## src/rtl/brt_pkg.sv

```systemverilog
`default_nettype none

package brt_pkg;

    // Operation codes carried on s_tuser
    localparam logic [1:0] FUNC_LOOKUP = 2'd0;
    localparam logic [1:0] FUNC_SWAP   = 2'd1;
    localparam logic [1:0] FUNC_CLEAR  = 2'd2;
    localparam logic [1:0] FUNC_RANGE  = 2'd3;

    // Field widths of the stream beats
    localparam int TID_W     = 2;
    localparam int IDX_W     = 10;
    localparam int CNT_W     = 11;
    localparam int FUNC_W    = 2;
    localparam int S_TDATA_W = 40;
    localparam int S_TUSER_W = 2;
    localparam int M_TDATA_W = 16;
    localparam int M_TUSER_W = 1;

    // Commands from the controller to the datapath
    typedef struct packed {
        logic load;
        logic check;
        logic rd_a;
        logic rd_b;
        logic wr_a;
        logic wr_b;
        logic fin_rd;
        logic fin_data;
        logic send;
        logic clr;
    } brt_cmd_t;

    // Status from the datapath to the controller
    typedef struct packed {
        logic err;
        logic is_pair;
        logic skip_loop;
        logic last_pair;
        logic rem_zero;
        logic clr_last;
        logic out_free;
    } brt_sts_t;

endpackage

`default_nettype wire

```

## src/rtl/brt_ctrl.sv

```systemverilog
`default_nettype none

module brt_ctrl import brt_pkg::*; (
    input  wire logic     aclk,
    input  wire logic     aresetn,
    input  wire logic     s_tvalid,
    output logic          s_tready,
    input  wire brt_sts_t sts,
    output brt_cmd_t      cmd
);

    localparam logic [3:0] ST_CLEAR    = 4'd0;
    localparam logic [3:0] ST_IDLE     = 4'd1;
    localparam logic [3:0] ST_CHECK    = 4'd2;
    localparam logic [3:0] ST_RD_A     = 4'd3;
    localparam logic [3:0] ST_RD_B     = 4'd4;
    localparam logic [3:0] ST_WR_A     = 4'd5;
    localparam logic [3:0] ST_WR_B     = 4'd6;
    localparam logic [3:0] ST_FIN_RD   = 4'd7;
    localparam logic [3:0] ST_FIN_DATA = 4'd8;
    localparam logic [3:0] ST_RESP     = 4'd9;

    logic [3:0] state_reg;
    logic [3:0] state_next;

    assign s_tready = state_reg == ST_IDLE;

    // Sequence one item: check, pair loop, final read, response
    always_comb begin
        state_next = state_reg;
        cmd        = '0;
        unique case (state_reg)
            ST_CLEAR: begin
                cmd.clr = 1'b1;
                if (sts.clr_last) begin
                    state_next = ST_IDLE;
                end
            end
            ST_IDLE: begin
                if (s_tvalid) begin
                    cmd.load   = 1'b1;
                    state_next = ST_CHECK;
                end
            end
            ST_CHECK: begin
                cmd.check = 1'b1;
                if (sts.err) begin
                    state_next = ST_RESP;
                end else if (sts.is_pair && !sts.skip_loop) begin
                    state_next = ST_RD_A;
                end else begin
                    state_next = ST_FIN_RD;
                end
            end
            ST_RD_A: begin
                cmd.rd_a   = 1'b1;
                state_next = ST_RD_B;
            end
            ST_RD_B: begin
                cmd.rd_b   = 1'b1;
                state_next = ST_WR_A;
            end
            ST_WR_A: begin
                cmd.wr_a   = 1'b1;
                state_next = ST_WR_B;
            end
            ST_WR_B: begin
                cmd.wr_b   = 1'b1;
                state_next = sts.last_pair ? ST_FIN_RD : ST_RD_A;
            end
            ST_FIN_RD: begin
                cmd.fin_rd = 1'b1;
                state_next = ST_FIN_DATA;
            end
            ST_FIN_DATA: begin
                cmd.fin_data = 1'b1;
                state_next   = ST_RESP;
            end
            ST_RESP: begin
                if (sts.out_free) begin
                    cmd.send   = 1'b1;
                    state_next = ST_IDLE;
                end
            end
            default: begin
                state_next = ST_IDLE;
            end
        endcase
    end

    always_ff @(posedge aclk) begin
        if (!aresetn) begin
            state_reg <= ST_CLEAR;
        end else begin
            state_reg <= state_next;
        end
    end

`ifndef ASSERT_OFF
    // Leaving reset always starts the clearing pass
    a_reset_clears: assert property (@(posedge aclk) disable iff (!aresetn)
        $rose(aresetn) |-> state_reg == ST_CLEAR)
        else $error("reset did not start clearing pass");

    // The first write of a pair follows the second read
    a_pair_order: assert property (@(posedge aclk) disable iff (!aresetn)
        (state_reg == ST_WR_A) |-> ($past(state_reg) == ST_RD_B))
        else $error("pair write out of order");

    // A pair is never started with no pairs left
    a_pair_count: assert property (@(posedge aclk) disable iff (!aresetn)
        (state_reg == ST_RD_A) |-> !sts.rem_zero)
        else $error("pair loop with zero count");

    // A result is only loaded when the output register can take it
    a_send_free: assert property (@(posedge aclk) disable iff (!aresetn)
        cmd.send |-> sts.out_free)
        else $error("result overwrote pending beat");
`endif

endmodule

`default_nettype wire

```

## config.mk

```make
export PLATFORM = sky130hd
export DESIGN_NAME = brt_ctrl
export DESIGN_NICKNAME = d
export VERILOG_FILES = /design/src/rtl/brt_pkg.sv /design/src/rtl/brt_ctrl.sv
export SDC_FILE = /design/constraint.sdc
export NUM_CORES = 1
export LEC_CHECK = 0
export BUFFER_PORTS_ARGS = -buffer_cell sky130_fd_sc_hd__buf_2
export CAP_MARGIN = 20
export CORE_MARGIN = 2
export CORE_UTILIZATION = 25
export CTS_BUF_LIST = sky130_fd_sc_hd__clkbuf_8
export DETAILED_ROUTE_END_ITERATION = 6
export GPL_TIMING_DRIVEN = 0
export PLACE_DENSITY = 0.51
export SYNTH_ARGS = -nofsm -noshare
export SYNTH_HDL_FRONTEND = slang
export SYNTH_SLANG_ARGS = --single-unit
```

## constraint.sdc

```tcl
create_clock -name aclk -period 2.4 [get_ports aclk]
set_input_delay 0.48 -clock aclk [delete_from_list [all_inputs] [get_ports aclk]]
set_output_delay 0.48 -clock aclk [all_outputs]
set_load 0.05 [all_outputs]
```

# Word level (Yosys, flattened, before mapping)
# Index checks and enable logic that the tools add are counted.
# word_totals
ram_bits,0
word_cells,36
output_inout_bits,11
latchBits,0
input_bits,10
n_memories,0
register_bits,4
romBits,0
# op_classes
n_mul,0
reduce_logical,4
shifts,0
add_sub_neg,0
n_bitwise,0
n_eq_ne,12
magnitude_cmp,0
mux,19
n_div,0
# ops
operator,count
4-bit case mux with 10 select lines,1
"4-bit by 3-bit equality test with 1-bit output, second input constant",4
4-bit 2-to-1 mux,4
1-bit 2-to-1 mux,12
"4-bit by 2-bit equality test with 1-bit output, second input constant",2
"4-bit equality test, second input constant",2
3-bit 2-to-1 mux,2
"2-bit inequality test, second input constant",3
"4-bit by 1-bit equality test with 1-bit output, second input constant",1
4-bit zero test,1
3-bit AND reduction,1
1-bit logical AND,1
1-bit zero test,1

# Depth between registers and ports, before layout
# logic_depth
depth_word,5
ltp_mapped,4
ltp_nobuf,3

# Worst setup path before layout
# Ideal clock, no wire load.
# synth_path
kind,register to output
from,reg state_reg[2]
to,out cmd[9] in the netlist's numbering
path_stages_with_launch,5
n_path_buf,1
arrival_time_ns,1.762
slack_ns,0.158
required_time_ns,1.920
cell_sequence,dfxtp_1 -> buf_4 -> nand2b_4 -> nor3_2 -> and2_1
# synth_lines
element,line,text
"start, declared",brt_ctrl.sv:23,logic [3:0] state_reg;
"start signal, assigned",brt_ctrl.sv:95,state_reg <= state_next;
"end, declared",brt_ctrl.sv:9,output brt_cmd_t cmd

==> impl_metrics.toml <==
[run_status]
status = "finished, final reports clean"

[sta]
finalHoldViolations = 0
whs_ns = 0.557
maxSlewViolCount = 0
max_freq_mhz = 547
layout_min_cycle_time_ns = 1.83
final-setup-viol-count = 0
rsz0062_at_grt = "no"
fin_tns_setup_ns = 0
finClkSkew_ns = 0.00343
setup_ws_ns = 0.572
min_period_over_period_pct = 76.1
worst_pin_slew_ns = 0.297
maxSlewHeadroom_pct = 80.1

[setup_path]
crit_fanout = 10
path_cells = "buf_4, nand2b_4, nor3_2, and2_1, buf_2"
critPathLaunchType = "flop"
worst_ep_required_time_ns = 1.92
path_class = "flop to output port"
cp_top_family = "buffers and inverters"
cp.arrival_ns = 1.35
cp.buffers_inverters = 2
critPathMaxStageDelay_ns = 0.29
crit_path_end_kind = "output port"
crit_slowest_cell = "dfxtp_1"

[clocking]
cts_buffers = 3
ctsHtreeMaxLevel = 1
clk_pin_slew_ns = 0.03
cts.hold.buffers_added = 0
clockBufferDepth = 2
root_buffer = "clkbuf_8"
cts_setup_buffers = 0
cts_resized = 0
cts_sinks = 4
clock_latency_ns = 0.21
cts_tree = "done"

[logic_synthesis]
ys_seq_elements = 4
synth_area_sq_um = 383
avgSynthCellArea_sq_um = 8.70
yosys_warnings = 0
synthCells = 44
yosysSeqAreaShare_pct = 20.9
yosysUniqueCellTypes = 23
synth_fp_nets = 54

[floorplan]
die_area_sq_um = 1860
rows = 14
die_h_microns = 43.1
start_util_pct = 26.0
io_pins = 21
core_area_sq_um = 1470
die_w_microns = 43.1

[cells_and_area]
layout.cells.non_filler = 82
largest_register_ffs = 4
nets = 78
syn_to_final_growth_pct = 40.8
drive_gt1_share_pct = 51.5
regArea_sq_um = 80.1
n_antenna_cell = 0
mostFrequentLayoutCell = "buf_2"
final_cell_mix = "19 x buf_2, 6 x nand2b_1, 4 x nor3_1, 4 x dfxtp_1"
n_fill_cell = 165
final_area_sq_um = 539
multi_input_area_sq_um = 250
utilization_pct = 36.6

[placement]
place_congestion = 0.734
place_ws_ns = 0.794
port_buffers = 19
dpl.cell_count = 79
placed_area_sq_um = 498
hpwl_microns = 737

[detailed_routing]
drt_iter0_markers = 8
finalWirelength_microns = 975
viasPerCell = 4.78
ant_nets = 0
drc = 0
routedWlPerCell_microns = 11.9
num_vias = 392
drt_pass1_iterations = 4

[power]
p_total_mw = 0.445
pwr-share-seq_pct = 18.5
intPower_mw = 0.259
power.density_nw_per_um2 = 826
power_switching_mw = 0.186
combPwrFrac_pct = 50.5
p_leak_nw = 0.266
swShare_pct = 41.8
ir_worst_vdd_mv = 0.294
clkPwrFrac_pct = 31.0

[global_routing]
grt_antenna_before_repair = 0
grt_util_all_layers_pct = 11.6
grt_pass1_vias = 360
grt_pass1_wl_microns = 1590
grt-ovfl-total = 0
grt_max_degree = 11

[run]
maxCapViolations = 0

[worst_hold_path]
hp-class = "primary input to flop"
worst register-to-register path, stage by stage, from the launching register on:
cell and delay (ns):
dfxtp_1 0.31, buf_6 0.14, nand2b_4 0.17, nor2_2 0.05
o311a_1 0.34
Yosys cell counts:
library cell | number | area share [%]
a211oi_1 | 1 | 2.0
a21oi_1 | 1 | 1.3
a21oi_2 | 1 | 2.3
a311oi_1 | 1 | 2.3
a41o_1 | 1 | 2.6
and2_1 | 1 | 1.6
buf_4 | 1 | 2.0
buf_6 | 3 | 8.8
dfxtp_1 | 4 | 21
inv_1 | 3 | 2.9
nand2_1 | 2 | 2.0
nand2b_1 | 6 | 9.8
nand2b_4 | 2 | 7.2
nand3b_1 | 1 | 2.0
nor2_1 | 3 | 2.9
nor2_2 | 1 | 1.6
nor3_1 | 4 | 5.2
nor3_2 | 2 | 5.2
nor4_2 | 1 | 3.3
nor4_4 | 1 | 5.6
o211ai_1 | 1 | 2.0
o21ai_1 | 1 | 1.3
o311a_1 | 2 | 5.2
power groups by stage:
stage	sequential, mW	clock (mW)	combinational [mW]
final	0.0826	0.138	0.225
after global routing	0.0843	0.148	0.240
after CTS	0.0829	0.144	0.226
after detailed placement	0.0836	0	0.225
after global placement	0.0830	0	0.226
after floorplan	0.0826	0	0.183
final timing paths:
check | start | slack (ns) | cells past startpoint | endpoint
worst max register to register | state_reg[3] | 1.26 | 4 | state_reg[3]
worst max-delay path | state_reg[2] | 0.57 | 5 | cmd[9]
worst min-delay path | aresetn | 0.56 | 2 | state_reg[3]
worst min register to register | state_reg[0] | 0.64 | 3 | state_reg[1]
final cells by class:
type	count	area share (%)
buffer	4	7.66
tap	16	3.71
timing repair buffer	19	17.6
inverter	3	2.09
multi-input combinational	33	46.4
sequential	4	14.8
clock buffer	3	7.66
metal layers:
layer	GRT usage (%)	vias up	wire (microns)
li1	-	201	-
met1	13.2	170	437
met2	19.7	21	455
met3	4.26	0	82
met4	3.64	0	0
met5	0	-	0
cell families (layout without fill, tap and decap cells):
kind of cell,after synthesis,after routing,share of synthesized area [%]
simple gates,24,24,46.4
compound gates,9,9,19.0
buf+inv,7,29,13.7
flops,4,4,20.9
Power figures use the tool's default switching activity.
